===== config.mk =====
export PLATFORM = sky130hd
export DESIGN_NAME = wgq_front
export DESIGN_NICKNAME = d
export VERILOG_FILES = /design/src/hw/rtl/world_to_grid_cell_quantizer_defines.svh /design/src/hw/rtl/wgq_pkg.sv /design/src/hw/rtl/wgq_front.sv
export SDC_FILE = /design/constraint.sdc
export NUM_CORES = 2
export LEC_CHECK = 0
export BUFFER_PORTS_ARGS = -buffer_cell sky130_fd_sc_hd__buf_4
export CAP_MARGIN = 40
export CORE_AREA = 4 4 440 442
export DETAILED_ROUTE_END_ITERATION = 8
export DIE_AREA = 0 0 444 446
export PLACE_DENSITY = 0.48
export REMOVE_ABC_BUFFERS = 1
export SETUP_SLACK_MARGIN = 0.5
export SLEW_MARGIN = 15
export SYNTH_ARGS = -nofsm -noshare
export SYNTH_HDL_FRONTEND = slang
export SYNTH_SLANG_ARGS = --single-unit

===== constraint.sdc =====
create_clock -name aclk -period 4.1 [get_ports aclk]
set_input_delay 0.41 -clock aclk [delete_from_list [all_inputs] [get_ports aclk]]
set_output_delay 0.41 -clock aclk [all_outputs]
set_load 0.02 [all_outputs]

===== src/hw/rtl/world_to_grid_cell_quantizer_defines.svh =====
// Assertion macros for the grid cell quantizer.
// Standalone header; included by the top level only.
`ifndef WORLD_TO_GRID_CELL_QUANTIZER_DEFINES_SVH
`define WORLD_TO_GRID_CELL_QUANTIZER_DEFINES_SVH
`ifndef SYNTHESIS
// same-cycle implication
`define WGQ_ASSERT_IMP(lbl, clk, rstn, ante, cons) \
    lbl: assert property (@(posedge clk) disable iff (!(rstn)) (ante) |-> (cons)) \
        else $error("quantizer assertion failed");
// next-cycle implication
`define WGQ_ASSERT_NXT(lbl, clk, rstn, ante, cons) \
    lbl: assert property (@(posedge clk) disable iff (!(rstn)) (ante) |=> (cons)) \
        else $error("quantizer assertion failed");
`else
`define WGQ_ASSERT_IMP(lbl, clk, rstn, ante, cons)
`define WGQ_ASSERT_NXT(lbl, clk, rstn, ante, cons)
`endif
`endif


===== src/hw/rtl/wgq_pkg.sv =====
// Shared types and constants of the grid cell quantizer.
// No dependencies.
package wgq_pkg;

    localparam int COORD_W        = 64;
    localparam int CELL_W         = 32;
    localparam int LOD_W          = 5;
    localparam int LAYER_W        = 16;
    localparam int LAYER_BITS     = 16;
    localparam int LODCNT_W       = 6;
    localparam int MAX_LOD_LEVELS = 32;
    localparam int SIZE_W         = 63;
    localparam int CFG_IDX_W      = 3;
    localparam int NUM_AXES       = 3;
    localparam int Q_W            = COORD_W + 1;

    typedef enum logic [2:0] {
        ST_OK       = 3'd0,
        ST_POLICY   = 3'd1,
        ST_LAYER    = 3'd2,
        ST_LOD      = 3'd3,
        ST_OVERFLOW = 3'd4,
        ST_BOUNDS   = 3'd5
    } wgq_status_t;

    typedef enum logic [CFG_IDX_W-1:0] {
        REG_ORIGIN_X   = 3'd0,
        REG_ORIGIN_Y   = 3'd1,
        REG_ORIGIN_Z   = 3'd2,
        REG_BASE_SIZE  = 3'd3,
        REG_BOUNDS_X   = 3'd4,
        REG_BOUNDS_Y   = 3'd5,
        REG_BOUNDS_Z   = 3'd6,
        REG_LOD_LEVELS = 3'd7
    } wgq_reg_t;

    typedef struct packed {
        logic [SIZE_W-1:0]                    base;
        logic [NUM_AXES-1:0][COORD_W-1:0]     origin;
        logic [NUM_AXES-1:0][2*CELL_W-1:0]    bounds;
        logic [LODCNT_W-1:0]                  lod_levels;
    } wgq_cfg_t;

    typedef struct packed {
        wgq_status_t          status;
        logic [LOD_W-1:0]     lod;
        logic [LAYER_W-1:0]   layer;
        logic [NUM_AXES-1:0]  neg;
    } wgq_side_t;

    typedef struct packed {
        logic                              valid;
        wgq_side_t                         side;
        logic [SIZE_W-1:0]                 divisor;
        logic [NUM_AXES-1:0][SIZE_W-1:0]   rem;
        logic [NUM_AXES-1:0][COORD_W-1:0]  num;
    } wgq_div_t;

endpackage


===== src/hw/rtl/wgq_front.sv =====
// Front end: policy/layer/lod checks, origin subtract, magnitude and divisor.
// Depends on wgq_pkg.
module wgq_front (
    input  logic                                              aclk,
    input  logic                                              aresetn,
    input  logic                                              en,
    input  logic                                              in_valid,
    input  logic [wgq_pkg::NUM_AXES-1:0][wgq_pkg::COORD_W-1:0] coord,
    input  logic [wgq_pkg::LOD_W-1:0]                          lod,
    input  logic [wgq_pkg::LAYER_W-1:0]                        layer,
    input  wgq_pkg::wgq_cfg_t                                  cfg,
    output wgq_pkg::wgq_div_t                                  out
);

    // stage A: checks and subtract
    logic                                               a_valid_reg;
    wgq_pkg::wgq_status_t                               a_status_reg, a_status_next;
    logic [wgq_pkg::NUM_AXES-1:0][wgq_pkg::COORD_W-1:0] a_diff_reg, a_diff_next;
    logic [wgq_pkg::SIZE_W-1:0]                         a_div_reg, a_div_next;
    logic [wgq_pkg::LOD_W-1:0]                          a_lod_reg;
    logic [wgq_pkg::LAYER_W-1:0]                        a_layer_reg;

    // stage B: magnitude
    logic                  b_valid_reg;
    wgq_pkg::wgq_div_t     b_data_reg, b_data_next;

    logic                            pol_bad;
    logic [wgq_pkg::NUM_AXES-1:0]    ovf;
    logic [wgq_pkg::SIZE_W-1:0]      size_lim;

    always_comb begin
        size_lim = {wgq_pkg::SIZE_W{1'b1}} >> (cfg.lod_levels - 6'd1);
        pol_bad  = (cfg.base == '0) || (cfg.lod_levels == '0)
                || (cfg.lod_levels > wgq_pkg::LODCNT_W'(wgq_pkg::MAX_LOD_LEVELS))
                || (cfg.base > size_lim);
        for (int a = 0; a < wgq_pkg::NUM_AXES; a++) begin
            if ($signed(cfg.bounds[a][31:0]) > $signed(cfg.bounds[a][63:32])) begin
                pol_bad = 1'b1;
            end
            a_diff_next[a] = coord[a] - cfg.origin[a];
            ovf[a] = (coord[a][63] ^ cfg.origin[a][63]) & (coord[a][63] ^ a_diff_next[a][63]);
        end
        a_div_next = wgq_pkg::SIZE_W'(cfg.base << lod);
        if (pol_bad) begin
            a_status_next = wgq_pkg::ST_POLICY;
        end else if (layer[wgq_pkg::LAYER_BITS-1:0] == '0) begin
            a_status_next = wgq_pkg::ST_LAYER;
        end else if ({1'b0, lod} >= cfg.lod_levels) begin
            a_status_next = wgq_pkg::ST_LOD;
        end else if (|ovf) begin
            a_status_next = wgq_pkg::ST_OVERFLOW;
        end else begin
            a_status_next = wgq_pkg::ST_OK;
        end
    end

    always_ff @(posedge aclk) begin
        if (!aresetn) begin
            a_valid_reg <= 1'b0;
        end else if (en) begin
            a_valid_reg <= in_valid;
        end
    end

    always_ff @(posedge aclk) begin
        if (en) begin
            a_status_reg <= a_status_next;
            a_diff_reg   <= a_diff_next;
            a_div_reg    <= a_div_next;
            a_lod_reg    <= lod;
            a_layer_reg  <= layer;
        end
    end

    always_comb begin
        b_data_next             = '0;
        b_data_next.side.status = a_status_reg;
        b_data_next.side.lod    = a_lod_reg;
        b_data_next.side.layer  = a_layer_reg;
        b_data_next.divisor     = a_div_reg;
        for (int a = 0; a < wgq_pkg::NUM_AXES; a++) begin
            b_data_next.side.neg[a] = a_diff_reg[a][63];
            b_data_next.num[a] = a_diff_reg[a][63] ? (~a_diff_reg[a] + 64'd1) : a_diff_reg[a];
        end
    end

    always_ff @(posedge aclk) begin
        if (!aresetn) begin
            b_valid_reg <= 1'b0;
        end else if (en) begin
            b_valid_reg <= a_valid_reg;
        end
    end

    always_ff @(posedge aclk) begin
        if (en) begin
            b_data_reg <= b_data_next;
        end
    end

    always_comb begin
        out       = b_data_reg;
        out.valid = b_valid_reg;
    end

endmodule


After elaboration in Yosys (flattened, before gate mapping)
Index checks and enable logic that the tools add are counted.
{"block": "totals", "regBits": 563, "inputBits": 670, "out_inout_bits": 472, "elab_cells": 65}
{"block": "classes", "add_sub_neg": 7, "n_lt_le_gt_ge": 6, "shifts": 2, "muxes": 9, "bitwise_logic": 12, "reduce_logical": 8}
{"operator": "$add 64x1->64 const B", "count": 3}
{"operator": "$not 64->64", "count": 3}
{"operator": "$sub 64x64->64", "count": 3}
{"operator": "$mux 63", "count": 3}
{"operator": "$gt 32x32->1", "count": 3}
{"operator": "$gt 63x63->1", "count": 1}
{"operator": "$logic_not 63->1", "count": 1}
{"operator": "$shl 63x5->63", "count": 1}
{"operator": "$shr 63x6->63 const A", "count": 1}
{"operator": "$logic_not 16->1", "count": 1}
{"operator": "$ge 5x6->1", "count": 1}
{"operator": "$gt 6x6->1 const B", "count": 1}
{"operator": "$logic_not 6->1", "count": 1}
{"operator": "$reduce_or 3->1", "count": 2}
{"operator": "$sub 6x1->6 const B", "count": 1}
{"operator": "$xor 1x1->1", "count": 6}
{"operator": "$mux 2", "count": 2}
{"operator": "$and 1x1->1", "count": 3}
{"operator": "$logic_or 1x1->1", "count": 3}
{"operator": "$mux 1", "count": 3}
{"operator": "$mux 3", "count": 1}

Longest topological paths before layout
{"block": "depth", "word_depth": 8, "mapped_depth": 20, "mapped_depth_nobuf": 19}

Least setup slack after synthesis
Ideal clock, no wire load.
{"block": "synth_path", "kind": "reg-to-reg", "startpoint": "register a_diff_reg[9] in the netlist's numbering", "endpoint": "register b_data_reg (netlist bit out[61]), data pin", "setup_time_ns": 0.260, "t_arrival_ns": 3.882, "required_time_ns": 3.840, "setup_slack_ns": -0.041, "path_stages_with_launch": 11, "n_path_buf": 0, "synth_period_minus_slack_ns": 4.141, "path_cell_list": "edfxtp_1 > or4_4 > or4_4 > or4_4 > or3_4 > or4_4 > or4_4 > nor2_2 > nand2_2 > o31ai_2 > xnor2_1"}
{"item": "from (decl)", "line_no": "wgq_front.sv:18", "rtl": "logic [wgq_pkg::NUM_AXES-1:0][wgq_pkg::COORD_W-1:0] a_diff_reg, a_diff_next;"}
{"item": "from (signal assigned)", "line_no": "wgq_front.sv:68", "rtl": "a_diff_reg <= a_diff_next;"}
{"item": "to (signal assigned)", "line_no": "wgq_front.sv:97", "rtl": "b_data_reg <= b_data_next;"}
{"item": "to (decl)", "line_no": "wgq_front.sv:25", "rtl": "wgq_pkg::wgq_div_t b_data_reg, b_data_next;"}

==> impl_summary.md <==
Global route
The number of global-route vias before repair is 36400. The global routing usage on met3 is 0.0235. For this run, global-route usage on met2 was measured as 0.321. The global-route layer with the greatest usage is met2. The global-route congestion overflow total is 0. The first global-routing pass estimated 261000 um of wire. Entering global routing, the biggest net connects 82 pins.

The initial antenna violation count is 52. The met1 demand-to-capacity share in global routing is 0.205. The global routing usage summed across all routing layers is 0.182.

Critical path
The worst setup slack for register-to-register paths is -0.03 ns. In this run the worst path has a maximum fanout of 4. The worst setup path is captured at a register.

The data arrival at the endpoint of the critical path is 4.53 ns. The family with the most delay on the worst path is simple AND/OR/NAND/NOR gates. The number of cells on the worst reg-to-reg path is 9. The delay of the slowest cell on the worst path is 0.57 ns. The buffer and inverter count on the worst path is 0. The launching element of the worst setup path is a_diff_reg[8]$_DFFE_PP_.

The signal on the critical path passes through or4_4 -> or4_4 -> or4_4 -> or3_4 -> or4_4 -> or4_4 -> or2_4 -> o31ai_4 -> xnor2_1. Counting stages on the worst path, the most repeated cell is sky130_fd_sc_hd__or4_4. The startpoint type of the worst setup path is a register. At the worst endpoint, the required time is 4.50 ns.

The critical register-to-register path startpoint is a_diff_reg[8]$_DFFE_PP_. The terminus of the critical flop-to-flop path is out[54]$_DFFE_PP_. The slowest stage of the critical path is the sky130_fd_sc_hd__or4_4 cell. The worst setup path is of the reg2reg kind.

Synthesis
Summing every instance area after synthesis gives 0.0418 mm^2. The post-synthesis average cell area is between 9 and 10 um^2. The number of cells produced by synthesis is 4209. The simple-gate share of the synthesized area is 0.122. The number of flip-flops and latches in the synthesized netlist is 563. The async set-reset flop share out of synthesis is 0. Of the total synthesized cell area, the portion taken by full adders, half adders and majority gates is 0.110.

The sequential cell area fraction in the yosys report is 0.404. For this run, the leading register cell type out of synthesis is sky130_fd_sc_hd__edfxtp_1. The count of synthesis-stage warnings from yosys is 0. After synthesis, the share of cell area in mux cells is 0.0476. The count of unique library cells instantiated by Yosys is 84.

The compound-gate portion of the synthesized area came to 0.161. Of the total synthesized cell area, the portion taken by XOR and XNOR cells is 0.0763. The synthesized design contains about 560 enable-type register cells. The largest family of logic cells by synthesized area is compound AO/OA/AOI/OAI gates.

Flow run
Max-cap violations in this run came to 0.

CTS
The root buffer selected by CTS is sky130_fd_sc_hd__clkbuf_16. At the later pin of the worst-skew pair, clock insertion delay measures 0.65 ns. The number of clock sinks seen by CTS is 563. The number of levels in the clock H-tree is 3. No sink is reached through more buffers than the 3 on the longest clock path. TritonCTS built the clock tree. TritonCTS created between 60 and 70 clock buffers.

The clock transition time at the flip-flop clock pins of the worst setup and hold paths is 0.06 ns.

Timing
The max-slew violation count was 0. The worst-margin pin slew is around 0.91 ns. Timing would allow up to 242 MHz. The worst slew margin relative to its limit is 0.391.

The clock arrives with 0.0212 ns of skew. After layout, the worst setup slack is -0.0279 ns. For the finished layout, the period the worst path requires is between 4 and 5 ns. The number of hold-slack violations in the final timing report is 0.

Setup violations remaining at the end of the flow were counted as 2. The final clock period utilization by the worst path is 1.01. Setup repair after global routing could not meet its margin everywhere.

Outcome
The run finished, with violations left. The checks that failed: setup timing.

Detailed routing
For this run, the detailed router's first-pass iteration total came to 6. The average wire per cell in the routed design is approximately 24 um. The detailed router placed 36700 vias in this run. The count of antenna-violating nets left after detailed routing is 0.

In the routed layout, each cell is associated on average with a via count of 4.61. The final routed DRC violation total is 0. The final wirelength is 189000 um. The violation count after the first detailed-route iteration is 2369.

Floorplanning
In this run the horizontal extent of the chip is 444 um. 1142 I/O pins were placed. From bottom edge to top edge, the die measures 446 um. The die covers 0.198 mm^2. The initial utilization of the core area, before any placement, comes to 0.220.

The number of core rows is 160. The area of the core is around 0.19 mm^2.

Final layout
In the layout the commonest cells are sky130_fd_sc_hd__buf_4, sky130_fd_sc_hd__edfxtp_1, sky130_fd_sc_hd__inv_1, sky130_fd_sc_hd__ha_1, sky130_fd_sc_hd__nand2_1. The leading cell type in the layout, fill and taps excluded is sky130_fd_sc_hd__buf_4. The final standard cell area without fillers is 0.0563 mm^2. In the final layout, the share of cells above drive strength 1 is 0.278. Compared with the post-synthesis result, the final layout area differs by 34.7%. The flip-flop count of the largest register, all copies and words added is 282. For this run, the post-layout net count is 6401. For this run, the share of the core covered by cells in the final layout is 0.297.

Power and ir drop
The total power is 0.0209 W. The leakage power of the design is 24.6 nW. The power per unit of standard cell area is roughly 370 mW/mm^2. The worst supply voltage drop on vdd is 0.000272 V.

Worst hold path
The worst min-delay path class is in2reg. The terminating pin of the worst hold path is a_diff_reg[64]$_DFFE_PP_. The count of cells along the worst hold path is 3. In this run the most critical hold path is launched from cfg[262].

Placed design
The placed instances occupy a cell area of roughly 0.052 mm^2. Once detailed placement completed, the half-perimeter wirelength came to roughly 160000 um. At the end of routability-driven placement, the weighted congestion stood at 0.937. The number of I/O port buffers is between 900 and 1000.
## cell type report
cell class	count	area [um^2]
antenna	39	97.6
clock buffer	76	1730
clock inverter	41	365
fill	19800	133000
inverter	363	1360
multi-input combinational	3139	23100
sequential	563	16900
tap	2511	3140
timing repair buffer	1234	9570
## metrics by stage
step           TNS (ns)  hold WS (ns)  cells  worst slack, ns
6_report        -0.0457         0.146   7966          -0.0279
5_1_grt          -0.253         0.109   7963           -0.103
4_1_cts          -0.339        0.0613   7901           -0.136
3_5_place_dp      -2.55         0.405   7731           -0.272
3_3_place_gp      -1.91         0.401   7728           -0.247
2_1_floorplan    -0.796         0.400   4065           -0.307
## layer usage
metal  wire, um  vias up
li1           -    17400
met1      71000    17800
met2      96800     1254
met3       8970      296
met4      12400        2
met5         13        -
## worst max-delay path by stage
| stage | endpoint | slack [ns] | cells past startpoint |
|---|---|---|---|
| floorplan | a_status_reg[0]$_SDFFCE_PP1P_ | -0.31 | 16 |
| global placement | out[54]$_DFFE_PP_ | -0.25 | 9 |
| detailed placement | out[62]$_DFFE_PP_ | -0.27 | 10 |
| CTS | out[62]$_DFFE_PP_ | -0.14 | 10 |
| global route | out[54]$_DFFE_PP_ | -0.10 | 9 |
| finish | out[54]$_DFFE_PP_ | -0.03 | 9 |
## synthesized netlist by cell type, types with 81 or more instances
| library cell | count | area share |
|---|---|---|
| sky130_fd_sc_hd__a21oi_1 | 290 | 0.035 |
| sky130_fd_sc_hd__nand2_1 | 336 | 0.030 |
| sky130_fd_sc_hd__a21o_1 | 163 | 0.029 |
| sky130_fd_sc_hd__nor2_1 | 207 | 0.019 |
| sky130_fd_sc_hd__ha_1 | 361 | 0.11 |
| sky130_fd_sc_hd__clkbuf_1 | 132 | 0.012 |
| sky130_fd_sc_hd__nand4_1 | 81 | 0.012 |
| sky130_fd_sc_hd__o21ai_0 | 244 | 0.029 |
| sky130_fd_sc_hd__xnor2_1 | 295 | 0.062 |
| sky130_fd_sc_hd__buf_4 | 190 | 0.034 |
| sky130_fd_sc_hd__inv_1 | 362 | 0.033 |
| sky130_fd_sc_hd__edfxtp_1 | 561 | 0.40 |
| sky130_fd_sc_hd__mux2i_1 | 84 | 0.020 |
## tightest hold or removal path, cell delays in order
cell                    delay [ns]
sky130_fd_sc_hd__buf_4        0.08
sky130_fd_sc_hd__ha_1         0.11
sky130_fd_sc_hd__inv_1        0.03
## what timing repair did
action                                  in CTS  in global routing
resized for setup                          121                 85
gates cloned                                 0                  1
hold endpoints to repair                    18                  0
buffers inserted                            35                 24
endpoints found under the setup margin      57                 68
hold buffers                                18                  0
pin swaps                                   39                 52
## logic make-up (layout without fill, tap and decap cells)
family                   after synthesis  after routing
multiplexers                         140            140
AO/OA/AOI/OAI                       1052           1052
other                                  1            228
XOR/XNOR                             364            364
adder cells (fa/ha/maj)              364            364
flip-flops                           563            563
buffers and inverters                695           1714
AND/OR/NAND/NOR                     1030           1030
## report_power, final
part | switching [W] | internal (W) | leakage (nW) | total [W]
combinational | 0.00404 | 0.00287 | 18.0 | 0.00691
clock | 0.00254 | 0.00332 | 1.03 | 0.00585
sequential | 0.000612 | 0.00756 | 5.51 | 0.00817
(Power assumes the default switching activity.)
