[config.mk]
export PLATFORM = sky130hd
export DESIGN_NAME = wgq_back
export DESIGN_NICKNAME = d
export VERILOG_FILES = /design/src/hw/rtl/world_to_grid_cell_quantizer_defines.svh /design/src/hw/rtl/wgq_pkg.sv /design/src/hw/rtl/wgq_back.sv
export SDC_FILE = /design/constraint.sdc
export NUM_CORES = 1
export LEC_CHECK = 0
export ABC_AREA = 0
export BUFFER_PORTS_ARGS = -buffer_cell sky130_fd_sc_hd__buf_2
export CORE_AREA = 5 5 406 408
export DETAILED_ROUTE_END_ITERATION = 8
export DIE_AREA = 0 0 411 413
export HOLD_SLACK_MARGIN = 0.05
export SYNTH_ARGS = -nofsm -noshare
export SYNTH_HDL_FRONTEND = slang
export SYNTH_SLANG_ARGS = --single-unit
export TNS_END_PERCENT = 50
[constraint.sdc]
create_clock -name aclk -period 4.3 [get_ports aclk]
set_clock_uncertainty 0.15 [all_clocks]
set_input_delay 0.215 -clock aclk [delete_from_list [all_inputs] [get_ports aclk]]
set_output_delay 0.215 -clock aclk [all_outputs]
set_load 0.01 [all_outputs]
[src/hw/rtl/world_to_grid_cell_quantizer_defines.svh]
// Assertion macros for the grid cell quantizer.
// Standalone header; included by the top level only.
`ifndef WORLD_TO_GRID_CELL_QUANTIZER_DEFINES_SVH
`define WORLD_TO_GRID_CELL_QUANTIZER_DEFINES_SVH
`ifndef SYNTHESIS
// same-cycle implication
`define WGQ_ASSERT_IMP(lbl, clk, rstn, ante, cons) \
    lbl: assert property (@(posedge clk) disable iff (!(rstn)) (ante) |-> (cons)) \
        else $error("quantizer assertion failed");
// next-cycle implication
`define WGQ_ASSERT_NXT(lbl, clk, rstn, ante, cons) \
    lbl: assert property (@(posedge clk) disable iff (!(rstn)) (ante) |=> (cons)) \
        else $error("quantizer assertion failed");
`else
`define WGQ_ASSERT_IMP(lbl, clk, rstn, ante, cons)
`define WGQ_ASSERT_NXT(lbl, clk, rstn, ante, cons)
`endif
`endif

[src/hw/rtl/wgq_pkg.sv]
// Shared types and constants of the grid cell quantizer.
// No dependencies.
package wgq_pkg;

    localparam int COORD_W        = 64;
    localparam int CELL_W         = 32;
    localparam int LOD_W          = 5;
    localparam int LAYER_W        = 16;
    localparam int LAYER_BITS     = 16;
    localparam int LODCNT_W       = 6;
    localparam int MAX_LOD_LEVELS = 32;
    localparam int SIZE_W         = 63;
    localparam int CFG_IDX_W      = 3;
    localparam int NUM_AXES       = 3;
    localparam int Q_W            = COORD_W + 1;

    typedef enum logic [2:0] {
        ST_OK       = 3'd0,
        ST_POLICY   = 3'd1,
        ST_LAYER    = 3'd2,
        ST_LOD      = 3'd3,
        ST_OVERFLOW = 3'd4,
        ST_BOUNDS   = 3'd5
    } wgq_status_t;

    typedef enum logic [CFG_IDX_W-1:0] {
        REG_ORIGIN_X   = 3'd0,
        REG_ORIGIN_Y   = 3'd1,
        REG_ORIGIN_Z   = 3'd2,
        REG_BASE_SIZE  = 3'd3,
        REG_BOUNDS_X   = 3'd4,
        REG_BOUNDS_Y   = 3'd5,
        REG_BOUNDS_Z   = 3'd6,
        REG_LOD_LEVELS = 3'd7
    } wgq_reg_t;

    typedef struct packed {
        logic [SIZE_W-1:0]                    base;
        logic [NUM_AXES-1:0][COORD_W-1:0]     origin;
        logic [NUM_AXES-1:0][2*CELL_W-1:0]    bounds;
        logic [LODCNT_W-1:0]                  lod_levels;
    } wgq_cfg_t;

    typedef struct packed {
        wgq_status_t          status;
        logic [LOD_W-1:0]     lod;
        logic [LAYER_W-1:0]   layer;
        logic [NUM_AXES-1:0]  neg;
    } wgq_side_t;

    typedef struct packed {
        logic                              valid;
        wgq_side_t                         side;
        logic [SIZE_W-1:0]                 divisor;
        logic [NUM_AXES-1:0][SIZE_W-1:0]   rem;
        logic [NUM_AXES-1:0][COORD_W-1:0]  num;
    } wgq_div_t;

endpackage

[src/hw/rtl/wgq_back.sv]
// Back end: floor correction, bounds check, output register.
// Depends on wgq_pkg.
module wgq_back (
    input  logic                                 aclk,
    input  logic                                 aresetn,
    input  logic                                 en,
    input  wgq_pkg::wgq_div_t                    in,
    input  wgq_pkg::wgq_cfg_t                    cfg,
    output logic                                 out_valid,
    output logic [2:0]                           out_status,
    output logic [wgq_pkg::NUM_AXES-1:0][wgq_pkg::CELL_W-1:0] out_cell,
    output logic [wgq_pkg::LOD_W-1:0]            out_lod,
    output logic [wgq_pkg::LAYER_W-1:0]          out_layer
);

    // stage C: signed floor quotient
    logic                  c_valid_reg;
    wgq_pkg::wgq_side_t    c_side_reg;
    logic signed [wgq_pkg::Q_W-1:0] c_q_reg  [wgq_pkg::NUM_AXES];
    logic signed [wgq_pkg::Q_W-1:0] c_q_next [wgq_pkg::NUM_AXES];

    // stage D: output
    logic                  d_valid_reg;
    wgq_pkg::wgq_status_t  d_status_reg, d_status_next;
    logic [wgq_pkg::NUM_AXES-1:0][wgq_pkg::CELL_W-1:0] d_cell_reg, d_cell_next;
    logic [wgq_pkg::LOD_W-1:0]   d_lod_reg;
    logic [wgq_pkg::LAYER_W-1:0] d_layer_reg;

    logic oob;

    always_comb begin
        for (int a = 0; a < wgq_pkg::NUM_AXES; a++) begin
            // negative side rounds down when a remainder is left
            if (in.side.neg[a]) begin
                c_q_next[a] = -$signed({1'b0, in.num[a]})
                              - $signed({{(wgq_pkg::Q_W-1){1'b0}}, (in.rem[a] != '0)});
            end else begin
                c_q_next[a] = $signed({1'b0, in.num[a]});
            end
        end
    end

    always_ff @(posedge aclk) begin
        if (!aresetn) begin
            c_valid_reg <= 1'b0;
        end else if (en) begin
            c_valid_reg <= in.valid;
        end
    end

    always_ff @(posedge aclk) begin
        if (en) begin
            c_side_reg <= in.side;
            for (int a = 0; a < wgq_pkg::NUM_AXES; a++) begin
                c_q_reg[a] <= c_q_next[a];
            end
        end
    end

    always_comb begin
        oob = 1'b0;
        for (int a = 0; a < wgq_pkg::NUM_AXES; a++) begin
            if (c_q_reg[a] < $signed(cfg.bounds[a][31:0])
                || c_q_reg[a] > $signed(cfg.bounds[a][63:32])) begin
                oob = 1'b1;
            end
        end
        d_status_next = c_side_reg.status;
        if (c_side_reg.status == wgq_pkg::ST_OK && oob) begin
            d_status_next = wgq_pkg::ST_BOUNDS;
        end
        for (int a = 0; a < wgq_pkg::NUM_AXES; a++) begin
            d_cell_next[a] = (d_status_next == wgq_pkg::ST_OK)
                           ? c_q_reg[a][wgq_pkg::CELL_W-1:0] : '0;
        end
    end

    always_ff @(posedge aclk) begin
        if (!aresetn) begin
            d_valid_reg <= 1'b0;
        end else if (en) begin
            d_valid_reg <= c_valid_reg;
        end
    end

    always_ff @(posedge aclk) begin
        if (en) begin
            d_status_reg <= d_status_next;
            d_cell_reg   <= d_cell_next;
            d_lod_reg    <= c_side_reg.lod;
            d_layer_reg  <= c_side_reg.layer;
        end
    end

    assign out_valid  = d_valid_reg;
    assign out_status = d_status_reg;
    assign out_cell   = d_cell_reg;
    assign out_lod    = d_lod_reg;
    assign out_layer  = d_layer_reg;

endmodule

* Word level (Yosys, flattened, before mapping)
Memory sizes are Yosys's and may differ from the RTL's. Index checks and enable logic that the tools add are counted.
Operators by class: add/subtract/negate cells 6, $lt $le $gt $ge 6, mux-type cells 9, reductions and logical operators 9
Operator list (number):
- 65-bit by 32-bit > comparator with 1-bit output | 3
- 65-bit by 32-bit < comparator with 1-bit output | 3
- 65-bit 2-to-1 mux | 3
- 64-bit negation with 65-bit output | 3
- 65-bit by 2-bit subtractor with 65-bit output | 3
- 63-bit nonzero test | 3
- 3-bit zero test | 2
- 1-bit 2-to-1 mux | 5
- 1-bit logical OR | 3
- 3-bit 2-to-1 mux | 1
- 1-bit logical AND | 1
Word-level totals: flip-flop bits (word level) 146, bits in writable memories 195, input port bits 928, output and inout bits 121, logic and storage cells 42, memories kept 1
Memory list:
- c_q_reg | depth 3, bits a word 65, read ports 3, clocked after Yosys merged registers in 0, write ports 3, RTL line wgq_back.sv:19 | logic signed [wgq_pkg::Q_W-1:0] c_q_reg [wgq_pkg::NUM_AXES];

* Logic depth before layout (Yosys ltp)
Gate-level depths: netlist of run 1.
depth after elaboration 8, gate-level depth with buffers 18, depth with buffers taken out 18

* Least setup slack after synthesis of run 1
OpenSTA, ideal clock, no wires.
path type input-to-reg, start in in[308] in the netlist's numbering, end mem c_q_reg[0][124] in the netlist's numbering (data pin), arrival time 3.659 ns, data required time 3.876 ns, slack 0.217 ns, cell stages on the path 18, buffers on the path 0, path through nor4_1 nand4_1 nor4_1 ha_1 ha_1 inv_1 ha_1 o21bai_1 a221oi_1 o211a_1 nor4_1 o21ai_0 a21oi_1 o21ai_0 o41ai_1 a21boi_0 xor2_1 mux2i_1
RTL lines:
- from (decl) | RTL line wgq_back.sv:7 | input wgq_pkg::wgq_div_t in,
- to (decl) | RTL line wgq_back.sv:19

==> reports/results.ini, run 1 <==
[clock_tree]
cts-buffers-inserted = 48
ctsHtreeMaxLevel = 2
cts.clk_slew.worst_paths_ps = 60
root_buffer = clkbuf_16
cts_sinks = 341
cts_tree = built
clk_latency_ps = 620
cts_max_path_buffers = 3

[route]
drtIter0Drc = 2003
drt-pass1-iter-count = 5
vias = 33352
wire_per_inst_um = 19.8
via_per_inst = 4.63
drc = 0
wl_um = 143000
ant_nets = 0

[grt]
met3_usage = 0.0307
grt_pass1_wl_um = 205000
gr-usage-met1 = 0.200
antenna_found_initial = 67
grt_overflow_total = 0
grt_max_degree = 92
grt_pass1_vias = 32972
gr-max-usage-layer = met2
groute.usage.overall = 0.158
use_met2 = 0.269

[timing]
fin_crit_ps = 4360
setup_viol = 52
finalHoldViolations = 0
max-slew-margin-rel = 0.368
min_period_over_period = 1.01
max_freq_mhz = 229
rsz0062_at_grt = true
worst_slew_pin_slew_ps = 948
drv_slew = 0
fin_ws_ps = -63.2

[power]
powerDensity_nw_per_um2 = 288
switchingPower_w = 0.00449
clkPwrFrac = 0.323
power_frac_seq = 0.320
max-vdd-ir-drop_v = 0.000281
pwr-share-comb = 0.357
p_leak_nw = 22.3
power.internal_w = 0.00887
p_sw_frac = 0.336

[run_status]
failed_checks = negative setup slack
run_status = complete, but fails checks

[yosys]
avgSynthCellArea_sq_um = 8.87
syn_area_sq_um = 33500
ys_async_sr_fraction = 0
syn_inst = 3781
synth_cell_types = 73
syn_nets = 5294
ys_seq_elements = 341
yosys_warnings = 0
synth_seq_area_share = 0.305
synth_edf_count = 339
synth_ff_type = edfxtp_1

[setup_path]
critical_path_class = reg -> reg
cp_common_cell = buf_4
required_ps = 4630
critPathBufInv = 7
cp_slowest_cell = or4_4
worstSetupStartpointType = register
path_delay_family = simple AND/OR/NAND/NOR gates
cp_max_fo = 6
arrival_ps = 4700
path_cells = buf_4 > ha_1 > nand4_1 > buf_4 > nor4_2 > a21o_1 > a21o_1 > a311oi_2 > buf_4 > o21a_2 > or4_4 > nor4_4 > buf_4 > buf_16 > buf_12 > clkbuf_16 > and2_4
slowest_delay_ps = 590
cp-end-kind = register

[final_layout]
num-fill-cells = 17040
final_cells = 7206
final_common_cell = buf_2
seq_area_sq_um = 10200
largest_reg_flops = 195
mostFrequentLayoutCells = buf_2, ha_1, inv_1, edfxtp_1, a21oi_1
multi_input_area_sq_um = 21700
fin_area_sq_um = 46500
area_delta_synth_final_pct = 38.5
drive_gt1_frac = 0.243
nets = 6480

[placement]
gp_congestion = 0.946
hpwlAfterDp_um = 119000
io_buffers = 724
dp_cells = 6836
dpl_cell_area_sq_um = 41600
pre_cts_ws_ps = -740

[hold_path]
hold_class = in -> reg

[die]
die_area_sq_um = 170000
fp.dieH_um = 413
rows = 148
die_x_um = 411
initial_core_util = 0.208
io-pin-count = 1049
coreArea_sq_um = 161000

[run]
drv_cap = 0

-- Yosys cell counts, types with 13 or more instances --
library cell	n	area, sq um
inv_1	439	1650
nor4_1	62	388
o21ai_0	271	1360
o21bai_1	40	300
and2_1	106	663
mux2i_1	47	470
o21a_1	30	225
nand2b_1	24	150
a21oi_1	325	1630
clkbuf_1	97	364
o31ai_1	20	150
xor2_1	66	578
or3_1	16	100
nor2_1	151	567
edfxtp_1	339	10200
and3_1	24	150
ha_1	585	7320
nor3_1	48	240
a21o_1	209	1570
nand2_1	305	1140
nand4_1	134	838
o211ai_1	21	158
xnor2_1	100	876
a221oi_1	22	193
a31oi_1	26	163
and4_1	13	114
nand3_1	50	250
a211oi_1	34	255
nor2b_1	22	138
-- per-stage QoR --
step           setup TNS [ps]  hold WS [ps]   util  power (W)
4_1_cts                -22420          54.9  0.286     0.0135
6_report                -2180          91.6  0.288     0.0134
5_1_grt                -17110          95.8  0.288     0.0142
3_5_place_dp           -45210           243  0.258    0.00877
2_1_floorplan               0           164      -    0.00690
3_3_place_gp           -44870           243  0.258    0.00867
-- kinds of logic after synthesis --
group	count (synthesis)	share of synthesized area
AOI/OAI and AO/OA	1093	0.204
xor gates and xnor gates	166	0.0433
adders and majority gates	585	0.218
buffers and inverters	551	0.0628
DFF	341	0.305
muxes	55	0.0167
and+or+nand+nor	990	0.150
-- metal layers --
| metal | up-vias | part of all wire | wire, um |
|---|---|---|---|
| li1 | 16323 | - | - |
| met1 | 15757 | 0.43 | 61600 |
| met3 | 222 | 0.066 | 9430 |
| met5 | - | 0.0013 | 186 |
| met4 | 30 | 0.038 | 5440 |
| met2 | 1020 | 0.46 | 66000 |
-- cell type report --
cell class | count | area share
Clock buffer | 53 | 0.0267
Antenna cell | 24 | 0.00129
Tap cell | 2175 | 0.0586
Sequential cell | 341 | 0.220
Timing Repair Buffer | 1248 | 0.181
Multi-Input combinational cell | 2889 | 0.467
Inverter | 439 | 0.0355
Clock inverter | 37 | 0.00970
-- power by group through the flow --
stage               logic [W]  registers [W]  clock network [W]
finish                0.00477        0.00428            0.00432
global route          0.00532        0.00431            0.00458
CTS                   0.00474        0.00428            0.00445
detailed placement    0.00443        0.00434                  0
global placement      0.00433        0.00434                  0
floorplan             0.00264        0.00426                  0
-- timing repair --
| action | in CTS | in global routing |
|---|---|---|
| hold buffers | 230 | 0 |
| buffers inserted | 19 | 7 |
| resized for setup | 50 | 69 |
| cloned | 2 | 1 |
| setup endpoints to repair | 99 | 112 |
| pin swaps | 22 | 42 |
| hold endpoints to repair | 239 | 0 |
-- worst register-to-register path: stages, from the launching register on --
cell	delay (ps)
edfxtp_1	420
buf_4	160
ha_1	280
nand4_1	160
buf_4	200
nor4_2	270
a21o_1	260
a21o_1	220
a311oi_2	130
buf_4	180
o21a_2	240
or4_4	600
nor4_4	180
buf_4	170
buf_16	160
buf_12	190
clkbuf_16	150
and2_4	120
-- path summary, 6_finish.rpt --
path / startpoint / end / slack (ps) / depth (start not counted)
worst min-delay path: in[445] / c_q_reg[0][66] / 90 / 2
worst max register to register: c_q_reg[0][144] / out_cell[29] / -60 / 17
worst max-delay path: c_q_reg[0][144] / out_cell[29] / -60 / 17
worst min register to register: c_side_reg[21] / out_lod[2] / 270 / 0
Note: power is estimated with default switching activity, not from simulation.
==> run 2: changes to the inputs <==
Settings changed: CORE_AREA 5 5 406 408 to 5 5 410 412, DIE_AREA 0 0 411 413 to 0 0 415 417.
Clock period 4.3 ns to 4.2 ns, I/O delays scaled along.
==> run 2 against run 1 <==
Effect of this change: the run still ends with negative setup slack left; utilization down 0.73 points; first-iteration DRC count up 3.2%; via count about the same; non-clock buffer count down 42; die area up 2.0%; sequential power up 4%; critical path depth down 1; largest cell class unchanged; final area down 0.85%; total power about the same.
==> reports/results.ini, run 2 (same netlist as run 1, synthesis figures left out) <==
[route]
wl_um = 152000  ; was 143000 um
drt-pass1-iter-count = 5  ; unchanged
wire_per_inst_um = 21.2  ; was 19.8 um
ant_nets = 0  ; unchanged
drc = 0  ; unchanged
vias = 33331  ; was 33.4k
drtIter0Drc = 2067  ; was 2003
via_per_inst = 4.65  ; was 4.63

[setup_path]
arrival_ps = 4680  ; was 4700 ps
path_delay_family = simple AND/OR/NAND/NOR gates  ; unchanged
critPathBufInv = 4  ; was 7
cp_max_fo = 8  ; was 6
path_cells = ha_4 > nand4_1 > or3_4 > nor4_4 > nor3b_2 > a211oi_2 > o21ai_2 > mux2i_4 > a211o_1 > or4_4 > nor4_4 > buf_4 > buf_12 > buf_16 > buf_12 > and2_4  ; was buf_4 > ha_1 > nand4_1 > buf_4 > nor4_2 > a21o_1 > a21o_1 > a311oi_2 > buf_4 > o21a_2 > or4_4 > nor4_4 > buf_4 > buf_16 > buf_12 > clkbuf_16 > and2_4
critical_path_class = reg -> reg  ; unchanged
cp_slowest_cell = or4_4  ; unchanged
slowest_delay_ps = 460  ; was 590 ps
worstSetupStartpointType = register  ; unchanged
required_ps = 4550  ; was 4630 ps
cp-end-kind = register  ; unchanged

[timing]
setup_tns_ps = -4630  ; was -2180 ps
fin_ws_ps = -130  ; was -63.2 ps
max-slew-margin-rel = 0.316  ; was 0.368
min_period_over_period = 1.03  ; was 1.01
fin_crit_ps = 4330  ; was 4360 ps
max_freq_mhz = 231  ; was 229 MHz
rsz0062_at_grt = true  ; unchanged
finalHoldViolations = 0  ; unchanged
setup_viol = 74  ; was 52
drv_slew = 0  ; unchanged
worst_slew_pin_slew_ps = 1030  ; was 948 ps

[final_layout]
drive_gt1_frac = 0.233  ; was 0.243
final_common_cell = buf_2  ; unchanged
mostFrequentLayoutCells = buf_2, ha_1, inv_1, edfxtp_1, a21oi_1  ; unchanged
final_cells = 7172  ; was 7206
largest_reg_flops = 195  ; unchanged
nets = 6439  ; was 6480
area_delta_synth_final_pct = 37.3  ; was 38.5%

[die]
coreArea_sq_um = 164000  ; was 161000 sq um
initial_core_util = 0.204  ; was 0.208
io-pin-count = 1049  ; unchanged
die_area_sq_um = 173000  ; was 170000 sq um
die_x_um = 415  ; was 411 um
rows = 149  ; was 148
fp.dieH_um = 417  ; was 413 um

[clock_tree]
ctsHtreeMaxLevel = 2  ; unchanged
root_buffer = clkbuf_16  ; unchanged
cts_sinks = 341  ; unchanged
cts_tree = built  ; unchanged
cts_max_path_buffers = 3  ; unchanged
clk_latency_ps = 620  ; about the same
cts-buffers-inserted = 49  ; was 48
cts.clk_slew.worst_paths_ps = 60  ; about the same

[grt]
use_met2 = 0.293  ; was 0.269
met3_usage = 0.0295  ; was 0.0307
antenna_found_initial = 45  ; was 67
gr-usage-met1 = 0.206  ; was 0.200
groute.usage.overall = 0.166  ; was 0.158
gr-max-usage-layer = met2  ; unchanged
grt_overflow_total = 0  ; unchanged
grt_pass1_vias = 33254  ; was 33.0k
grt_max_degree = 101  ; was 92
grt_pass1_wl_um = 217000  ; was 205000 um

[power]
max-vdd-ir-drop_v = 0.000267  ; was 0.000281 V
total_power_w = 0.0134  ; about the same
p_leak_nw = 22.0  ; was 22.3 nW
powerDensity_nw_per_um2 = 290  ; was 288 nW/um^2

[run_status]
run_status = complete, but fails checks  ; unchanged
failed_checks = negative setup slack  ; unchanged

[hold_path]
hold_class = in -> reg  ; unchanged

[placement]
io_buffers = 724  ; unchanged
dp_cells = 6822  ; was 6836
hpwlAfterDp_um = 128000  ; was 119000 um
gp_congestion = 0.971  ; was 0.946
pre_cts_ws_ps = -1260  ; was -740 ps

[run]
drv_cap = 0  ; unchanged

-- run 2: changes by cell type in the layout (fill, tap and decap cells not counted), moves of 4 or more --
cell           before  now
buf_4             275  235
and2_1             76   96
and2_4             29   10
buf_12             10   22
dlygate4sd3_1     230  219
clkbuf_1            4   14
clkinv_1           11    3
bufinv_16           9    2
nor4_2              9    4
diode_2            24   20
nor4_1             51   55
o21ai_1             9    5
-- run 2: cell type report --
type,instances,area (sq um)
Clock buffer,66,1330
Timing Repair Buffer,1206,8230
Tap cell,2189,2740
Inverter,439,1650
Multi-Input combinational cell,2889,21700
Antenna cell,20,50.0
Sequential cell,341,10200
Clock inverter,22,181
Fill cell,17547,118000
-- run 2: metal layers --
metal / wire length [um] / vias to the layer above / share of wire
met2: 73100 / 921 / 0.48
met1: 64400 / 15950 / 0.42
met4: 5680 / 26 / 0.037
met3: 8430 / 185 / 0.056
li1: - / 16249 / -
met5: 154 / - / 0.0010
-- run 2: power breakdown --
group          internal [W]  total, W  switching, W
clock               0.00234   0.00404       0.00171
combinational       0.00221   0.00490       0.00269
sequential          0.00415   0.00443      0.000283
-- run 2: per-stage QoR --
step,instance area [sq um],util,hold slack (ps)
detailed placement,41500,0.253,238
CTS,45600,0.278,59.8
finish,46100,0.281,59.5
global placement,41500,0.253,238
global route,46100,0.281,90.4
floorplan,33500,-,159
-- run 2: timing repair --
item,4_1_cts,5_1_grt
hold buffers,219,0
endpoints found under the hold margin,217,0
pin swaps,26,34
setup endpoints to repair,125,130
buffers inserted,7,14
gates cloned,5,1
resized for setup,37,52
-- run 2: worst paths after layout --
kind	endpoint	slack [ps]	depth (start not counted)	start
worst max-delay path	out_cell[63]	-130	16	c_q_reg[0][31]
worst min register to register	out_lod[4]	270	0	c_side_reg[23]
worst min-delay path	c_q_reg[0][41]	60	1	en
worst max register to register	out_cell[63]	-130	16	c_q_reg[0][31]
==> run 3: changes to the inputs <==
Settings changed: CORE_AREA 5 5 410 412 to 2 2 408 410, DIE_AREA 0 0 415 417 to 0 0 410 412.
==> run 3 against run 2 <==
Effect of this change: the run still ends with negative setup slack left; combinational power barely moved; final area up 1.0%; critical path depth is 2 higher; critical path type unchanged; critical endpoint is now out_cell[16].
==> reports/results.ini, run 3 (same netlist as run 1, synthesis figures left out) <==
[run_status]
run_status = complete, but fails checks  ; unchanged
failed_checks = negative setup slack  ; unchanged

[timing]
fin_crit_ps = 4390  ; was 4330 ps
max_freq_mhz = 228  ; was 231 MHz
min_period_over_period = 1.05  ; was 1.03
drv_slew = 0  ; unchanged
finalHoldViolations = 0  ; unchanged
setup_viol = 96  ; was 74
setup_tns_ps = -11790  ; was -4630 ps
fin_ws_ps = -194  ; was -130 ps
rsz0062_at_grt = true  ; unchanged
worst_slew_pin_slew_ps = 955  ; was 1030 ps
max-slew-margin-rel = 0.363  ; was 0.316

[setup_path]
rr_worst_depth = 18  ; was 16
worstSetupStartpointType = register  ; unchanged
required_ps = 4530  ; was 4550 ps
arrival_ps = 4730  ; was 4680 ps
cp_max_fo = 7  ; was 8
cp-end-kind = register  ; unchanged
critical_path_class = reg -> reg  ; unchanged
startpoint = c_q_reg[0][144]  ; was c_q_reg[0][31]
r2r_start = c_q_reg[0][144]  ; was c_q_reg[0][31]

[final_layout]
utilization = 0.283  ; was 0.281
final_common_cell = buf_2  ; unchanged
final_cells = 7234  ; was 7172
area_delta_synth_final_pct = 38.8  ; was 37.3%
seq_area_sq_um = 10200  ; unchanged
mostFrequentLayoutCells = buf_2, ha_1, inv_1, edfxtp_1, a21oi_1  ; unchanged
nets = 6502  ; was 6439
drive_gt1_frac = 0.246  ; was 0.233
largest_reg_flops = 195  ; unchanged
multi_input_area_sq_um = 21700  ; about the same
num-fill-cells = 17467  ; about the same
fin_area_sq_um = 46500  ; was 46100 sq um

[die]
die_area_sq_um = 169000  ; was 173000 sq um
rows = 149  ; unchanged
coreArea_sq_um = 164000  ; about the same
io-pin-count = 1049  ; unchanged
die_x_um = 410  ; was 415 um
fp.dieH_um = 412  ; was 417 um
initial_core_util = 0.204  ; about the same

[placement]
dpl_cell_area_sq_um = 41900  ; was 41500 sq um
gp_congestion = 0.892  ; was 0.971
dp_cells = 6879  ; was 6822
io_buffers = 724  ; unchanged
hpwlAfterDp_um = 116000  ; was 128000 um

[hold_path]
hold_class = in -> reg  ; unchanged
min_from = in[468]  ; was en
hold_path_depth = 2  ; was 1

[clock_tree]
cts_sinks = 341  ; unchanged
ctsHtreeMaxLevel = 2  ; unchanged
clk_latency_ps = 620  ; about the same
cts_max_path_buffers = 3  ; unchanged
root_buffer = clkbuf_16  ; unchanged
cts.clk_slew.worst_paths_ps = 60  ; about the same
cts-buffers-inserted = 47  ; was 49
cts_tree = built  ; unchanged

[route]
drc = 0  ; unchanged
drtIter0Drc = 2050  ; was 2067
wire_per_inst_um = 19.4  ; was 21.2 um
wl_um = 140000  ; was 152000 um
drt-pass1-iter-count = 6  ; was 5
vias = 33203  ; was 33.3k
via_per_inst = 4.59  ; was 4.65
ant_nets = 0  ; unchanged

[power]
p_leak_nw = 22.3  ; was 22.0 nW
total_power_w = 0.0133  ; was 0.0134 W
powerDensity_nw_per_um2 = 285  ; was 290 nW/um^2
max-vdd-ir-drop_v = 0.000272  ; was 0.000267 V

[run]
drv_cap = 0  ; unchanged

[grt]
groute.usage.overall = 0.159  ; was 0.166
antenna_found_initial = 51  ; was 45
grt_max_degree = 86  ; was 101
grt_pass1_wl_um = 205000  ; was 217000 um
grt_pass1_vias = 33396  ; was 33.3k
grt_overflow_total = 0  ; unchanged

run 3: cell types whose count changed in the layout (fill, tap and decap cells not counted), moves of 8 or more:
cell / change
nor4_1: -10
buf_4: +58
clkbuf_1: -9
ha_1: +10
and2_1: -31
dlygate4sd3_1: +8
and2_4: +31
run 3: critical path: stages (launching register included):
cell and delay [ps]:
edfxtp_1 390, buf_4 140, buf_4 130, ha_1 290, nand4_1 120, buf_6 170
nor4_4 260, a21o_1 220, buf_12 130, a21o_1 180, a311oi_1 110, buf_4 180
o21a_1 190, or4_4 620, nor4_4 270, buf_12 230, buf_12 150, clkbuf_16 130
and2_4 130
run 3: where the power goes:
part | switching (W) | total, W | internal, W
Sequential | 0.000221 | 0.00437 | 0.00415
Clock | 0.00172 | 0.00400 | 0.00228
Combinational | 0.00264 | 0.00490 | 0.00227
Total | 0.00458 | 0.0133 | 0.00869
run 3: path summary, 6_finish.rpt:
kind / endpoint / slack (ps)
setup / recovery: out_cell[16] / -190
hold / removal: c_side_reg[24] / 170
setup reg to reg: out_cell[16] / -190
hold reg to reg: out_lod[4] / 270
run 3: metal layers:
layer  part of all wire  vias up  GRT usage
li1                   -    16374          -
met1               0.44    15580      0.197
met2               0.46      983      0.269
met3              0.062      228     0.0340
met4              0.037       38     0.0555
met5             0.0017        -          0
run 3: per-stage QoR:
stage | setup WS (ps) | hold slack [ps]
finish | -194 | 167
global route | -309 | 127
CTS | -305 | 84.4
detailed placement | -784 | 240
global placement | -703 | 240
floorplan | 122 | 159
run 3: cell type report:
| class | instances | area share |
|---|---|---|
| Multi-Input combinational cell | 2889 | 0.466 |
| Clock inverter | 29 | 0.00602 |
| Tap cell | 2189 | 0.0588 |
| Antenna cell | 23 | 0.00124 |
| Timing Repair Buffer | 1271 | 0.186 |
| Clock buffer | 53 | 0.0262 |
| Sequential cell | 341 | 0.220 |
| Inverter | 439 | 0.0354 |
run 3: what timing repair did:
action,in CTS,in global routing
buffers inserted,20,4
resized for setup,56,70
pin swaps,28,31
hold buffers,227,0
endpoints found under the setup margin,103,127
gates cloned,1,5
hold endpoints to repair,287,0
